## config.mk

```make
export PLATFORM = sky130hd
export DESIGN_NAME = gct_free_scan
export DESIGN_NICKNAME = d
export VERILOG_FILES = /design/src/rtl/generational_once_cell_table_assert.svh /design/src/rtl/gct_pkg.sv /design/src/rtl/gct_free_scan.sv
export SDC_FILE = /design/constraint.sdc
export NUM_CORES = 1
export LEC_CHECK = 0
export ABC_CLOCK_PERIOD_IN_PS = 3000
export BUFFER_PORTS_ARGS = -buffer_cell sky130_fd_sc_hd__buf_2
export CAP_MARGIN = 0
export CORE_AREA = 10 10 47 49
export CTS_CLUSTER_DIAMETER = 50
export DETAILED_ROUTE_END_ITERATION = 10
export DIE_AREA = 0 0 57 59
export HOLD_SLACK_MARGIN = 0.02
export SYNTH_ARGS = -nofsm -noshare
export SYNTH_HDL_FRONTEND = slang
export SYNTH_SLANG_ARGS = --single-unit
```

## constraint.sdc

```tcl
create_clock -name clock -period 3 [get_ports clock]
set_input_delay 0.15 -clock clock [delete_from_list [all_inputs] [get_ports clock]]
set_output_delay 0.15 -clock clock [all_outputs]
set_load 0.005 [all_outputs]
```

## src/rtl/generational_once_cell_table_assert.svh

```systemverilog
// assertion macros for the generational once-cell table
`ifndef GENERATIONAL_ONCE_CELL_TABLE_ASSERT_SVH
`define GENERATIONAL_ONCE_CELL_TABLE_ASSERT_SVH

// condition that holds at every clock edge out of reset
`define GCT_ASSERT_ALWAYS(label, cond, msg) \
   label: assert property (@(posedge clock) disable iff (reset) (cond)) \
      else $error(msg);

// same-cycle implication
`define GCT_ASSERT_IMPLIES(label, ante, cons, msg) \
   label: assert property (@(posedge clock) disable iff (reset) (ante) |-> (cons)) \
      else $error(msg);

// next-cycle implication
`define GCT_ASSERT_NEXT(label, ante, cons, msg) \
   label: assert property (@(posedge clock) disable iff (reset) (ante) |=> (cons)) \
      else $error(msg);

`endif

```

## src/rtl/gct_pkg.sv

```systemverilog
// types, codes and helpers shared by the once-cell table modules
package gct_pkg;

   localparam int SLOT_W      = 8;
   localparam int GEN_W       = 16;
   localparam int VAL_W       = 64;
   localparam int MODE_W      = 3;
   localparam int STATUS_W    = 3;
   localparam int GROUP_W     = 16;
   localparam int GROUP_IDX_W = 4;

   localparam logic [MODE_W-1:0] MODE_CREATE    = 3'd0;
   localparam logic [MODE_W-1:0] MODE_CLOSE     = 3'd1;
   localparam logic [MODE_W-1:0] MODE_GET_INIT  = 3'd2;
   localparam logic [MODE_W-1:0] MODE_GET       = 3'd3;
   localparam logic [MODE_W-1:0] MODE_RESET_ALL = 3'd4;

   localparam logic [STATUS_W-1:0] STAT_OK          = 3'd0;
   localparam logic [STATUS_W-1:0] STAT_INVALID     = 3'd1;
   localparam logic [STATUS_W-1:0] STAT_STALE       = 3'd2;
   localparam logic [STATUS_W-1:0] STAT_EXHAUSTED   = 3'd3;
   localparam logic [STATUS_W-1:0] STAT_NOT_INIT    = 3'd4;
   localparam logic [STATUS_W-1:0] STAT_INIT_FAILED = 3'd5;

   typedef struct packed {
      logic [MODE_W-1:0] mode;
      logic [SLOT_W-1:0] slot;
      logic [GEN_W-1:0]  handle_gen;
      logic              init_ok;
      logic [VAL_W-1:0]  init_value;
   } req_type;

   typedef struct packed {
      logic [STATUS_W-1:0] status;
      logic [SLOT_W-1:0]   new_slot;
      logic [GEN_W-1:0]    new_gen;
      logic [VAL_W-1:0]    value_out;
      logic                cell_ready;
   } rsp_type;

   typedef struct packed {
      logic              wr_en;
      logic [SLOT_W-1:0] wr_addr;
      logic [GEN_W-1:0]  wr_data;
      logic              rd_a_en;
      logic [SLOT_W-1:0] rd_a_addr;
      logic              rd_b_en;
      logic [SLOT_W-1:0] rd_b_addr;
   } gen_mem_req_type;

   typedef struct packed {
      logic              wr_en;
      logic [SLOT_W-1:0] wr_addr;
      logic [VAL_W-1:0]  wr_data;
      logic              rd_en;
      logic [SLOT_W-1:0] rd_addr;
   } val_mem_req_type;

   typedef struct packed {
      logic start;
      logic step;
   } scan_ctl_type;

   typedef struct packed {
      logic              hit;
      logic              last;
      logic [SLOT_W-1:0] idx;
   } scan_res_type;

   // next generation, skipping zero on wrap
   function automatic logic [GEN_W-1:0] gen_advance(input logic [GEN_W-1:0] g);
      gen_advance = (g == '1) ? GEN_W'(1) : g + GEN_W'(1);
   endfunction

endpackage

```

## src/rtl/gct_free_scan.sv

```systemverilog
// lowest free cell search, one group of cells per cycle
module gct_free_scan #(
   parameter int CELLS = 16
) (
   input  logic                  clock,
   input  logic                  reset,
   input  logic [CELLS-1:0]      alive,
   input  gct_pkg::scan_ctl_type scan_ctl,
   output gct_pkg::scan_res_type scan_res
);
   import gct_pkg::*;

   localparam int GROUPS = (CELLS + GROUP_W - 1) / GROUP_W;
   localparam int GRP_W  = (GROUPS > 1) ? $clog2(GROUPS) : 1;
   localparam int PAD_W  = GROUPS * GROUP_W;

   logic [GRP_W-1:0]       grp_ff;
   logic [GRP_W-1:0]       grp_in;
   logic [PAD_W-1:0]       busy;
   logic [GROUP_W-1:0]     slice;
   logic [GROUP_IDX_W-1:0] pos;
   logic                   hit;

   always_comb begin
      // cells past the end look occupied
      busy = '1;
      busy[CELLS-1:0] = alive;
      slice = GROUP_W'(busy >> {grp_ff, {GROUP_IDX_W{1'b0}}});
      hit = 1'b0;
      pos = '0;
      for (int k = GROUP_W - 1; k >= 0; k--) begin
         if (!slice[k]) begin
            hit = 1'b1;
            pos = GROUP_IDX_W'(k);
         end
      end
   end

   always_comb begin
      grp_in = grp_ff;
      if (scan_ctl.start) begin
         grp_in = '0;
      end else if (scan_ctl.step) begin
         grp_in = grp_ff + GRP_W'(1);
      end
   end

   always_ff @(posedge clock) begin
      if (reset) begin
         grp_ff <= '0;
      end else begin
         grp_ff <= grp_in;
      end
   end

   assign scan_res.hit  = hit;
   assign scan_res.last = (grp_ff == GRP_W'(GROUPS - 1));
   assign scan_res.idx  = SLOT_W'({grp_ff, pos});

endmodule

```

# --- Word-level counts from Yosys, hierarchy flattened ---
# Index checks and enable logic that the tools add are counted.
classes:
  add_sub_neg: 1
  shifts: 1
  muxes: 32
  bitwise_logic: 1
  reduce_logical: 1
op_table:
  columns: ["operator", "count"]
  rows:
  - ["$mux W4", 16]
  - ["$mux W1", 16]
  - ["$shr A16 B5 Y16", 1]
  - ["$reduce_or A2 Y1", 1]
  - ["$add A1 B1 Y1 const B", 1]
  - ["$not A1 Y1", 1]
word_totals:
  reg_bits: 1
  out_inout_bits: 10

# --- Longest topological paths before layout ---
depth:
  depth_word: 17
  depth_mapped: 5

# --- Worst setup path before layout ---
# Ideal clock, no wire load.
synth_timing:
  path_kind: "register to output"
  startpoint: "register grp_ff"
  endpoint: "output port scan_res[9] in the netlist's numbering"
  arrival_time_ps: 1131
  path_slack_ps: 1719
  path_stages_with_launch: 6
  n_path_buf: 1
  cell_sequence: "dfxtp_1 > nor2b_2 > nand4_1 > nor4_1 > nand2_1 > buf_4"
synth_between:
  elab_chain_len: 17
synth_lines:
  columns: ["item", "line", "source"]
  rows:
  - ["from (decl)", "gct_free_scan.sv:17", "logic [GRP_W-1:0] grp_ff;"]
  - ["from (signal assigned)", "gct_free_scan.sv:52", "grp_ff <= grp_in;"]
  - ["$shr A16 B5 Y16 *", "gct_free_scan.sv:28", "slice = GROUP_W'(busy >> {grp_ff, {GROUP_IDX_W{1'b0}}});"]
  - ["$mux W1 (15 in a row)", "gct_free_scan.sv:32", "if (!slice[k]) begin"]
  - ["$mux W1 *", "gct_free_scan.sv:32", null]
  - ["to (decl)", "gct_free_scan.sv:9", "output gct_pkg::scan_res_type scan_res"]
# Every way passes the cells marked *; elsewhere a longest branch is shown, timed or not.

==> results.json <==
{
  "r2r-start": "grp_ff",
  "die_h_um": 59,
  "wire_per_inst_um": 11.7,
  "largest_register_ffs": 1,
  "insertion_delay_ps": 0,
  "p_switching_uw": 19.8,
  "power_uw": 52.5,
  "ir_drop_uv": 70.9,
  "ys_seq_area_share_pct": 7.58,
  "synthAdderAreaFrac_pct": 0,
  "internal_power_uw": 32.7,
  "rsz0062_at_grt": "no",
  "cp_data_required_time_ps": 2850,
  "power_density_nw_per_um2": 137,
  "fin_skew_ps": 0,
  "clk_pin_slew_ps": 0,
  "status": "completed",
  "critPathMaxFanout": 8,
  "p_sw_share_pct": 37.6,
  "ant_nets": 0,
  "fill_cells": 169,
  "grt_usage_pct": 5.10,
  "finalWirelength_um": 971,
  "setup_tns_ps": 0,
  "drc": 0,
  "ys_ff_latch": 1,
  "die_area_um2": 3360,
  "layout_common_cells": "buf_2 (26), nand2_1 (7), inv_1 (6)",
  "grt_pass1_wl_mm": 1.50,
  "crit_start": "grp_ff",
  "top_regs": "grp_ff (1)",
  "start_util_pct": 18.8,
  "setup_viol_count_final": 0,
  "leakage_uw": 0.000201,
  "gp_congestion": 0.721,
  "grt_pass1_vias": 358,
  "fin_crit_ps": 1490,
  "fmax_mhz": 671,
  "top_register": "grp_ff",
  "critPathArrivalTime_ps": 1340,
  "cap_violations": 0,
  "layout_commonest_cell": "buf_2",
  "hold_violations": 0,
  "seq_area_um2": 20.0,
  "finalCritPeriodShare_pct": 49.7,
  "synthCells": 44,
  "synth_top_family_by_area": "simple AND/OR/NAND/NOR gates",
  "nets": 89,
  "numPortBuffers": 26,
  "yosys.area_share.simple_pct": 39.8,
  "clockPowerShare_pct": 0,
  "synth-compound-area-share_pct": 25.1,
  "multi_input_area_um2": 191,
  "grt.overflow.total": 0,
  "vias": 358,
  "antenna_cells": 0,
  "grt_max_degree": 9,
  "syn-cell-area_um2": 264,
  "ys_types": 21,
  "p_seq_share_pct": 30.4,
  "crit_type": "reg -> out",
  "first_pass_iters": 4,
  "min_path_type": "in -> reg",
  "synthMuxAreaShare_pct": 0,
  "post_cts_buffers": 0,
  "p_comb_share_pct": 69.6,
  "chipWidth_um": 57,
  "area_growth_pct": 45.5,
  "worst_setup_path_end_kind": "output pin",
  "hpwlAfterDp_um": 904,
  "synthXorXnorAreaFrac_pct": 3.32,
  "setup.worst_path.start_class": "flip-flop",
  "worstHoldStart": "reset",
  "cts_resized": 0,
  "avgSynthCellArea_um2": 6.00,
  "drt_iter0_markers": 8,
  "drive_above_1_share_pct": 41.8,
  "core_area_um2": 1400,
  "viasPerCell": 4.31,
  "yosysWarningCount": 0,
  "ioPinCount": 30,
  "rows": 14,
  "cts_hold_buf": 0,
  "drv_slew": 0,
  "antenna_found_initial": 0
}
[critical path: stages, from the launching register on]
cell,delay [ps]
dfxtp_1,460
nand3b_1,200
nor2_1,60
a2111oi_0,410
nor2_1,70
buf_2,140
[worst paths after layout]
| path | to | slack, ps | depth (start not counted) |
|---|---|---|---|
| setup / recovery | scan_res[2] | 1510 | 5 |
| setup reg to reg | grp_ff | 2200 | 2 |
| hold / removal | grp_ff | 320 | 2 |
| hold reg to reg | grp_ff | 660 | 2 |
[per-layer routing]
metal / GRT usage (%) / vias up / part of all wire, %
met5: 0 / - / 0
li1: - / 196 / -
met2: 8.84 / 17 / 44
met3: 1.93 / 0 / 9.9
met1: 6.17 / 145 / 46
met4: 0 / 0 / 0
[cells by family (layout without fill, tap and decap cells)]
| kind of cell | after synthesis | in the layout |
|---|---|---|
| simple gates | 20 | 20 |
| buf+inv | 11 | 32 |
| compound gates | 10 | 10 |
| other cells | 1 | 3 |
| xor+xnor | 1 | 1 |
| flops | 1 | 1 |
[per-stage QoR]
| stage | utilization, % | instance area [um^2] | setup WS, ps | cells | hold WS, ps |
|---|---|---|---|---|---|
| finish | 27.4 | 384 | 1510 | 83 | 317 |
| global route | 27.4 | 384 | 1420 | 83 | 321 |
| CTS | 27.4 | 384 | 1510 | 83 | 318 |
| detailed placement | 27.4 | 384 | 1530 | 83 | 318 |
| global placement | 27.4 | 384 | 1560 | 83 | 312 |
| floorplan | - | 272 | 1720 | 46 | 227 |
[power by group through the flow]
stage	Combinational, uW	Sequential [uW]	Clock (uW)
6_report	36.6	15.9	0
4_1_cts	36.9	15.9	0
3_5_place_dp	36.8	15.9	0
5_1_grt	41.4	16.1	0
3_3_place_gp	36.5	15.8	0
2_1_floorplan	18.5	15.5	0
[synthesized netlist by cell type]
library cell | n | share of area, %
nor4_1 | 2 | 4.7
nor2b_2 | 1 | 3.3
buf_4 | 5 | 14
xnor2_1 | 1 | 3.3
and4_2 | 1 | 3.8
o21ai_0 | 4 | 7.6
nor3_1 | 1 | 1.9
o2111ai_1 | 1 | 3.3
o311ai_0 | 1 | 3.3
nand3b_1 | 1 | 2.8
a31oi_1 | 2 | 4.7
nor2_1 | 3 | 4.3
conb_1 | 1 | 1.4
nor2b_1 | 1 | 2.4
nand3_1 | 1 | 1.9
nand2_1 | 7 | 10
a2111oi_0 | 1 | 3.3
a21o_1 | 1 | 2.8
nand4_1 | 2 | 4.7
dfxtp_1 | 1 | 7.6
inv_1 | 6 | 8.5
[cell type report]
cell class / instances / share of cell area, %
Sequential cell: 1 / 5.21
Multi-Input combinational cell: 34 / 49.8
Timing Repair Buffer: 26 / 33.9
Tap cell: 16 / 5.21
Inverter: 6 / 5.86
Note: power is estimated with default switching activity, not from simulation.
