### config.mk
export PLATFORM = sky130hd
export DESIGN_NAME = gct_val_mem
export DESIGN_NICKNAME = d
export VERILOG_FILES = /design/src/rtl/generational_once_cell_table_assert.svh /design/src/rtl/gct_pkg.sv /design/src/rtl/gct_val_mem.sv
export SDC_FILE = /design/constraint.sdc
export NUM_CORES = 1
export LEC_CHECK = 0
export BUFFER_PORTS_ARGS = -buffer_cell sky130_fd_sc_hd__buf_2
export CAP_MARGIN = 20
export CORE_MARGIN = 10
export CORE_UTILIZATION = 55
export CTS_CLUSTER_SIZE = 20
export DETAILED_ROUTE_END_ITERATION = 8
export PLACE_DENSITY = 0.68
export RECOVER_POWER = 100
export SYNTH_ARGS = -nofsm -noshare
export SYNTH_HDL_FRONTEND = slang
export SYNTH_SLANG_ARGS = --single-unit
### constraint.sdc
create_clock -name clock -period 9.25 [get_ports clock]
set_clock_uncertainty 0.05 [all_clocks]
set_input_delay 1.3875 -clock clock [delete_from_list [all_inputs] [get_ports clock]]
set_output_delay 1.3875 -clock clock [all_outputs]
set_load 0.01 [all_outputs]
### src/rtl/generational_once_cell_table_assert.svh
// assertion macros for the generational once-cell table
`ifndef GENERATIONAL_ONCE_CELL_TABLE_ASSERT_SVH
`define GENERATIONAL_ONCE_CELL_TABLE_ASSERT_SVH

// condition that holds at every clock edge out of reset
`define GCT_ASSERT_ALWAYS(label, cond, msg) \
   label: assert property (@(posedge clock) disable iff (reset) (cond)) \
      else $error(msg);

// same-cycle implication
`define GCT_ASSERT_IMPLIES(label, ante, cons, msg) \
   label: assert property (@(posedge clock) disable iff (reset) (ante) |-> (cons)) \
      else $error(msg);

// next-cycle implication
`define GCT_ASSERT_NEXT(label, ante, cons, msg) \
   label: assert property (@(posedge clock) disable iff (reset) (ante) |=> (cons)) \
      else $error(msg);

`endif

### src/rtl/gct_pkg.sv
// types, codes and helpers shared by the once-cell table modules
package gct_pkg;

   localparam int SLOT_W      = 8;
   localparam int GEN_W       = 16;
   localparam int VAL_W       = 64;
   localparam int MODE_W      = 3;
   localparam int STATUS_W    = 3;
   localparam int GROUP_W     = 16;
   localparam int GROUP_IDX_W = 4;

   localparam logic [MODE_W-1:0] MODE_CREATE    = 3'd0;
   localparam logic [MODE_W-1:0] MODE_CLOSE     = 3'd1;
   localparam logic [MODE_W-1:0] MODE_GET_INIT  = 3'd2;
   localparam logic [MODE_W-1:0] MODE_GET       = 3'd3;
   localparam logic [MODE_W-1:0] MODE_RESET_ALL = 3'd4;

   localparam logic [STATUS_W-1:0] STAT_OK          = 3'd0;
   localparam logic [STATUS_W-1:0] STAT_INVALID     = 3'd1;
   localparam logic [STATUS_W-1:0] STAT_STALE       = 3'd2;
   localparam logic [STATUS_W-1:0] STAT_EXHAUSTED   = 3'd3;
   localparam logic [STATUS_W-1:0] STAT_NOT_INIT    = 3'd4;
   localparam logic [STATUS_W-1:0] STAT_INIT_FAILED = 3'd5;

   typedef struct packed {
      logic [MODE_W-1:0] mode;
      logic [SLOT_W-1:0] slot;
      logic [GEN_W-1:0]  handle_gen;
      logic              init_ok;
      logic [VAL_W-1:0]  init_value;
   } req_type;

   typedef struct packed {
      logic [STATUS_W-1:0] status;
      logic [SLOT_W-1:0]   new_slot;
      logic [GEN_W-1:0]    new_gen;
      logic [VAL_W-1:0]    value_out;
      logic                cell_ready;
   } rsp_type;

   typedef struct packed {
      logic              wr_en;
      logic [SLOT_W-1:0] wr_addr;
      logic [GEN_W-1:0]  wr_data;
      logic              rd_a_en;
      logic [SLOT_W-1:0] rd_a_addr;
      logic              rd_b_en;
      logic [SLOT_W-1:0] rd_b_addr;
   } gen_mem_req_type;

   typedef struct packed {
      logic              wr_en;
      logic [SLOT_W-1:0] wr_addr;
      logic [VAL_W-1:0]  wr_data;
      logic              rd_en;
      logic [SLOT_W-1:0] rd_addr;
   } val_mem_req_type;

   typedef struct packed {
      logic start;
      logic step;
   } scan_ctl_type;

   typedef struct packed {
      logic              hit;
      logic              last;
      logic [SLOT_W-1:0] idx;
   } scan_res_type;

   // next generation, skipping zero on wrap
   function automatic logic [GEN_W-1:0] gen_advance(input logic [GEN_W-1:0] g);
      gen_advance = (g == '1) ? GEN_W'(1) : g + GEN_W'(1);
   endfunction

endpackage

### src/rtl/gct_val_mem.sv
// cell value memory: one write port, one registered read port
module gct_val_mem #(
   parameter int CELLS = 16
) (
   input  logic                     clock,
   input  gct_pkg::val_mem_req_type mem_req,
   output logic [gct_pkg::VAL_W-1:0] rd_data
);
   import gct_pkg::*;

   localparam int IDX_W = (CELLS > 1) ? $clog2(CELLS) : 1;

   logic [VAL_W-1:0] mem [CELLS];
   logic [VAL_W-1:0] rd_ff;

   // only read back once the init flag is set, so no reset is needed
   always_ff @(posedge clock) begin
      if (mem_req.wr_en) begin
         mem[mem_req.wr_addr[IDX_W-1:0]] <= mem_req.wr_data;
      end
      if (mem_req.rd_en) begin
         rd_ff <= mem[mem_req.rd_addr[IDX_W-1:0]];
      end
   end

   assign rd_data = rd_ff;

endmodule

### After elaboration in Yosys (flattened, before gate mapping)

Memories as Yosys holds them, arrays and structs flattened. A register that Yosys moved wholly into a read port is not among the register bits.
Index checks and enable logic that the tools add are counted.

* muxes and demuxes: 2

Operator list (number)
* 1-bit 2-to-1 mux: 2

* flip-flop bits (word level): 0
* RAM bits: 1024
* bits of input ports: 83
* word-level logic and storage cells: 3
* memories kept: 1

Memories
* mem: depth 16, bits a word 64, read ports 1, clocked after Yosys merged registers in 1, write ports 1, RTL line gct_val_mem.sv:13 `logic [VAL_W-1:0] mem [CELLS];`

### Longest topological paths before layout

Gate-level depths: netlist of the first run.

* word-level depth: 2
* depth in mapped cells: 6
* depth with buffers taken out: 3

### Worst setup path after synthesis of the first run

No wires, ideal clock.

* path kind: input to register
* from: input mem_req[75] in the netlist's numbering
* to: memory mem[0][0] (enable)
* library setup time: 0.565 ns
* arrival time: 6.251 ns
* slack: 2.384 ns
* stages: 2
* buffers on the path: 0
* path through: or3b_2 -> nor3_1

RTL lines
* start, declared: RTL line gct_val_mem.sv:6 `input gct_pkg::val_mem_req_type mem_req,`
* end, declared: RTL line gct_val_mem.sv:13

Straight into the memory's write port.

### Worst setup path in the final report of the first run

* from: input mem_req[74] in the netlist's numbering
* to: memory mem[10][52] (enable)

Straight into the memory's write port.

==> summary.md, run 1 <==
| Metric | Value |
|---|---|
| Crit start category | primary input |
| CP arrival | between 6 and 7 ns |
| CTS buffer count | 106 |
| Post-synth ARST share | 0% |
| Synth Area in Simple Gates | 0.927% |
| Compound-Gate Fraction of Synth Area | between 2 and 2.5% |
| Die Area | 0.0843 sq mm |
| XOR/XNOR Fraction of Synth Area | 0% |
| Multiplexer share of the synthesized area | 14.3% |
| Worst vdd ir | 0.000183 V |
| Number of synthesized flops with an enable pin | 1088 |
| Cell taking the most area after synthesis | edfxtp_1 |
| Worst endpoint required time | 9.33 ns |
| Count of cell types in the netlist | 17 |
| Num ports | roughly 150 |
| # nets final | 1926 |
| Synth Area in Adders | 0% |
| Synthesized flop and latch total | 1088 |
| Residual DRC count | 0 |
| Yosys top cell area share | just over 80% |
| Post-Syn Instances | 1647 |
| Area delta synth->final | 12.3% |
| Die W | 290 um |
| Pwr dens | 227 mW/mm^2 |
| Fin. max-slew vios | about 820 |
| Crit Path Category | in2reg |
| Largest net degree at the start of global routing | 93 |
| Die Y | 290 um |
| Resize count post-CTS | 0 |
| Setup Buffers After CTS | 0 |
| Largest fanout on the critical path | 52 |
| Mapped Avg Cell Area | around 24 sq um |
| Mapped Nets | 1730 |
| Warnings, synthesis | 0 |
| Worst setup EP type | flip-flop |
| CTS Buffer Depth | 3 |
| Non-Filler Instances | between 2000 and 3000 |
| CTS tree | yes |
| # H-tree levels | 3 |
| Most frequent cells after synthesis | edfxtp_1 (1088), mux4_2 (256), a22oi_1 (128), nand2_1 (65), clkbuf_1 (36) |
| Fin crit share | 67.4% |
| Slew headroom | -203% |
| Placed cells | 2694 |
| Max Freq | between 0.15 and 0.2 GHz |
| Rows | ~100 |
| Hold buffers post-CTS | 0 |
| Synth top area cells | edfxtp_1 (81%), mux4_2 (14%), a22oi_1 (2.4%) |
| Final hold vios | 0 |
| Failing checks | capacitance limit, slew limit |
| Hold Path Depth | 3 |
| DP Wirelength | roughly 42000 um |
| WHS | 0.696 ns |
| Overflow after GRT | 0 |
| Slew @ Worst Pin | ~4.5 ns |
| Max-cap violations | 27 |
| WL/cell | between 20 and 30 um |
| Sequential cell area fraction in the yosys report | 81.2% |
| Root Buffer | clkbuf_16 |
| CTS sink cnt | 1088 |
| RSZ-0062 raised after global routing | no |
| Status | complete, but fails checks |
| Reg2reg path depth | 3 |
| Worst-path clk slew | 0.06 ns |
| Core ar. | 0.0727 sq mm |
| Cell with the most instances after synthesis | edfxtp_1 |
| Vias in the first global route | ~19000 |
| Final WL | between 80000 and 90000 um |
| Global-route wire length before repair | approximately 130000 um |
| Setup TNS | 0 ns |
| Initial core utilization | a little under three fifths |
| Drt pass-1 iters | 5 |
| Total GRT Usage | 20.1% |
| Initial drt markers | between 1500 and 2000 |
| Min Tclk post-route | 6.23 ns |
| Antenna violations before repair | 10 |
| Via Count | roughly 18000 |
| Worst min path class | reg2reg |
| Largest family of logic cells by synthesized area | multiplexers |
| Prevailing post-synth register cell | edfxtp_1 |
| Vias/cell | 6.24 |
| Post-DRT Antenna Nets | 0 |
| RD Place Congestion | 0.686 |
| Leakage | between 10 and 15 nW |
| Clk_lat worst skew | approximately 0.66 ns |
| Final setup viols | 0 |
| Port buffer count | 138 |
| Ratio of cells with drive above 1 in the final layout | 22.8% |
| Synthesized cell area | 0.0402 sq mm |
==> path summary, 6_finish.rpt <==
kind	startpoint	end	slack (ns)
worst max-delay path	mem_req[74]	mem[10][52]$_DFFE_PP_	3.02
worst min-delay path	mem[12][43]$_DFFE_PP_	rd_data[43]$_DFFE_PP_	0.70
worst max register to register	mem[11][10]$_DFFE_PP_	rd_data[10]$_DFFE_PP_	7.68
worst min register to register	mem[12][43]$_DFFE_PP_	rd_data[43]$_DFFE_PP_	0.70
==> layout make-up <==
| cell class | instances | area [sq um] |
|---|---|---|
| Antenna cell | 1 | 2.50 |
| Multi-Input combinational cell | 475 | 7130 |
| Fill cell | 4951 | 27600 |
| Clock inverter | 70 | 623 |
| Timing Repair Buffer | 172 | 762 |
| Clock buffer | 126 | 2770 |
| Tap cell | 959 | 1200 |
| Sequential cell | 1088 | 32700 |
==> report_power, final <==
part | internal [mW] | switching [mW]
Combinational | 0.175 | 0.277
Sequential | 5.56 | 0.0310
Clock | 2.41 | 1.77
Total | 8.15 | 2.08
==> routing by layer <==
metal  up-vias  share of wire [%]  track usage, %
met4        18                1.6            4.97
met1      9792                 41            28.0
met2       589                 51            32.7
met5         -               0.12               0
met3       123                6.3            3.66
li1       7508                  -               -
==> registers in the layout, summed over array words and instances, names as in the netlist <==
signal,cells
mem,1024
rd_data,64
==> cell families after synthesis <==
family	Yosys count
mux	256
simple gates	91
flops	1088
compound gates	128
buf+inv	84
==> critical path: stages <==
cell and delay (ns):
clkbuf_1 0.26, nand2b_1 0.20, nor2_1 1.14, clkbuf_1 3.26
==> layout by cell type, fill, tap and decap left out, types with 2 or more instances in the layout <==
| master | count |
|---|---|
| edfxtp_1 | 1088 |
| mux4_2 | 256 |
| clkbuf_1 | 165 |
| a22oi_1 | 128 |
| clkbuf_16 | 108 |
| nand2_1 | 65 |
| clkinv_2 | 26 |
| clkinv_1 | 24 |
| buf_4 | 17 |
| nor2_1 | 11 |
| bufinv_16 | 10 |
| buf_2 | 4 |
| nor3_1 | 3 |
| clkinvlp_4 | 3 |
| inv_6 | 3 |
| nor2_4 | 2 |
| nand3b_1 | 2 |
| nand2b_1 | 2 |
| clkinv_4 | 2 |
| buf_8 | 2 |
==> through the flow <==
| stage | util (%) | total power [mW] | area [sq um] | setup WS (ns) |
|---|---|---|---|---|
| after global routing | 62.1 | 10.6 | 45200 | 2.67 |
| after global placement | 57.9 | 6.14 | 42100 | 4.85 |
| after detailed placement | 57.9 | 6.16 | 42100 | 4.82 |
| after floorplan | - | 5.96 | 40200 | 2.38 |
| after CTS | 62.6 | 10.3 | 45500 | 5.52 |
| final | 62.1 | 10.2 | 45200 | 3.02 |
Power figures use the tool's default switching activity.
==> inputs of run 2 (changes only) <==
Clock period 9.25 ns to 6 ns, I/O delays scaled along.
==> summary.md, run 2 (synthesis gave the netlist of run 1 again) <==
| Metric | Value |
|---|---|
| Port buffer count | 138 |
| Largest fanout on the critical path | 34 |
| Post-DRT Antenna Nets | 0 |
| Slowest-stage cell, CP | clkbuf_1 |
| RSZ-0062 raised after global routing | no |
| Seq pwr share | 54.9% |
| Comb pwr share | 4.5% |
| Die W | 290 um |
| Fin. max-slew vios | between 900 and 1000 |
| CTS Buffer Depth | 3 |
| Non-Filler Instances | 2883 |
| Crit path max-delay family | buffers and inverters |
| Crit path top cell by count | clkbuf_1 |
| CTS sink cnt | 1088 |
| Vias in the first global route | 19000 |
| Global-route wire length before repair | 127000 um |
| Max-cap violations | 25 |
| Failing checks | capacitance limit, slew limit |
| Final WL | 86400 um |
| Ratio of cells with drive above 1 in the final layout | 23.3% |
| Setup TNS | 0 ns |
| Initial core utilization | 55.3% |
| Fin crit share | 71.3% |
| Net Sw Frac | 20.2% |
| Placed cells | 2694 |
| Via Count | 18100 |
| # H-tree levels | 3 |
| Clock share of power | 40.7% |
| Final hold vios | 0 |
| Residual DRC count | 0 |
| Initial drt markers | approximately 2000 |
| Worst vdd ir | 0.000212 V |
| Final setup viols | 0 |
| CTS buffer count | roughly 100 |
| Sequential cell area | roughly 0.033 sq mm |
| Crit start category | primary input |
| Slew headroom | -138% |
| Most frequent cells in the layout | edfxtp_1 (1088), mux4_2 (256), clkbuf_1 (156) |
| Clk_lat worst skew | 0.65 ns |
| Vias/cell | about 6.3 |
| Resize count post-CTS | 0 |
| Largest net degree at the start of global routing | between 90 and 100 |
| Num ports | 147 |
| Drt pass-1 iters | 7 |
| CTS tree | yes |
| Largest register FFs | 1024 |
| P_int | 12.5 mW |
| Slew @ Worst Pin | 3.57 ns |
| Antenna violations before repair | 9 |
| NetSw | 3.17 mW |
| Worst setup EP type | flip-flop |
| CP arrival | 4.42 ns |
| Leakage | about 14 nW |
| Worst-path clk slew | 0.06 ns |
| Overflow after GRT | 0 |
| Crit Path Category | in2reg |
| Placement Cell Area | 0.0423 sq mm |
| Root Buffer | clkbuf_16 |
| Core ar. | slightly above 0.07 sq mm |
| Die Y | 290 um |
| Worst endpoint required time | ~6.1 ns |
| DP Wirelength | 40000 um |
| CP bufs+invs | 3 |
| RD Place Congestion | 0.706 |
| Die Area | 0.0843 sq mm |
| Most common cell after layout, fill and taps aside | edfxtp_1 |
| Pwr dens | 347 mW/mm^2 |
| Rows | approximately 100 |
| # fillers | 4805 |
| Design area | around 0.045 sq mm |
| Worst min path class | in2reg |
| Critical Path Max Stage Delay | 2.15 ns |
| # nets final | 1925 |
| Cells along the critical path | clkbuf_1, nand3b_1, nor3_4, buf_4, clkbuf_1 |
| Total GRT Usage | 20.4% |
| Hold buffers post-CTS | 0 |
| Area delta synth->final | 12.6% |
| Status | complete, but fails checks |
| Post-layout util | 62.3% |
| WL/cell | roughly 30 um |
| Max Freq | 0.234 GHz |
| Setup Buffers After CTS | 0 |
| Min Tclk post-route | 4.28 ns |
| Multi-input logic area | 0.00719 sq mm |
==> run 2: cell count changes in the layout (fill, tap and decap cells not counted), sizes merged <==
cell      delta
buf          -4
clkbuf       -4
clkinvlp     +3
inv          -3
bufinv       +2
clkinv       -2
==> run 2: path summary, 6_finish.rpt <==
path                              start                    end  slack (ns)  cells after the start
setup / recovery            mem_req[75]   mem[8][37]$_DFFE_PP_        1.72                      5
setup reg to reg    mem[3][0]$_DFFE_PP_   rd_data[0]$_DFFE_PP_        4.42                      3
hold reg to reg   mem[14][53]$_DFFE_PP_  rd_data[53]$_DFFE_PP_        0.69                      3
hold / removal              mem_req[40]   mem[1][31]$_DFFE_PP_        0.69                      1
==> run 2: cell type report <==
cell class,instances,area share (%)
clock buffers,116,5.90
flip-flops and latches,1088,72.2
clock inverters,70,1.47
well taps,959,2.65
multi-input cells,475,15.9
diodes,1,0.00553
repair buffers,174,1.93
==> run 2: power groups by stage <==
stage	Combinational, mW	Clock, mW	Sequential, mW
final	0.705	6.39	8.62
after global routing	0.768	6.79	8.63
after CTS	0.742	6.49	8.61
after detailed placement	0.739	0	8.77
after global placement	0.722	0	8.76
after floorplan	0.406	0	8.78
==> run 2: per-layer routing <==
metal / GRT usage [%] / part of all wire [%] / wire length (um) / vias to the layer above
li1: - / - / - / 7502
met1: 28.7 / 41 / 35500 / 9704
met2: 32.5 / 49 / 41900 / 759
met3: 4.46 / 8.7 / 7480 / 123
met4: 4.97 / 1.6 / 1390 / 18
met5: 0 / 0.13 / 110 / -
==> run 2: metrics by stage <==
stage	power, mW	hold slack (ns)	setup slack, ns
floorplan	9.19	0.660	1.36
global placement	9.48	0.679	2.51
detailed placement	9.51	0.683	2.50
CTS	15.8	0.536	3.16
global route	16.2	0.711	1.57
finish	15.7	0.688	1.72
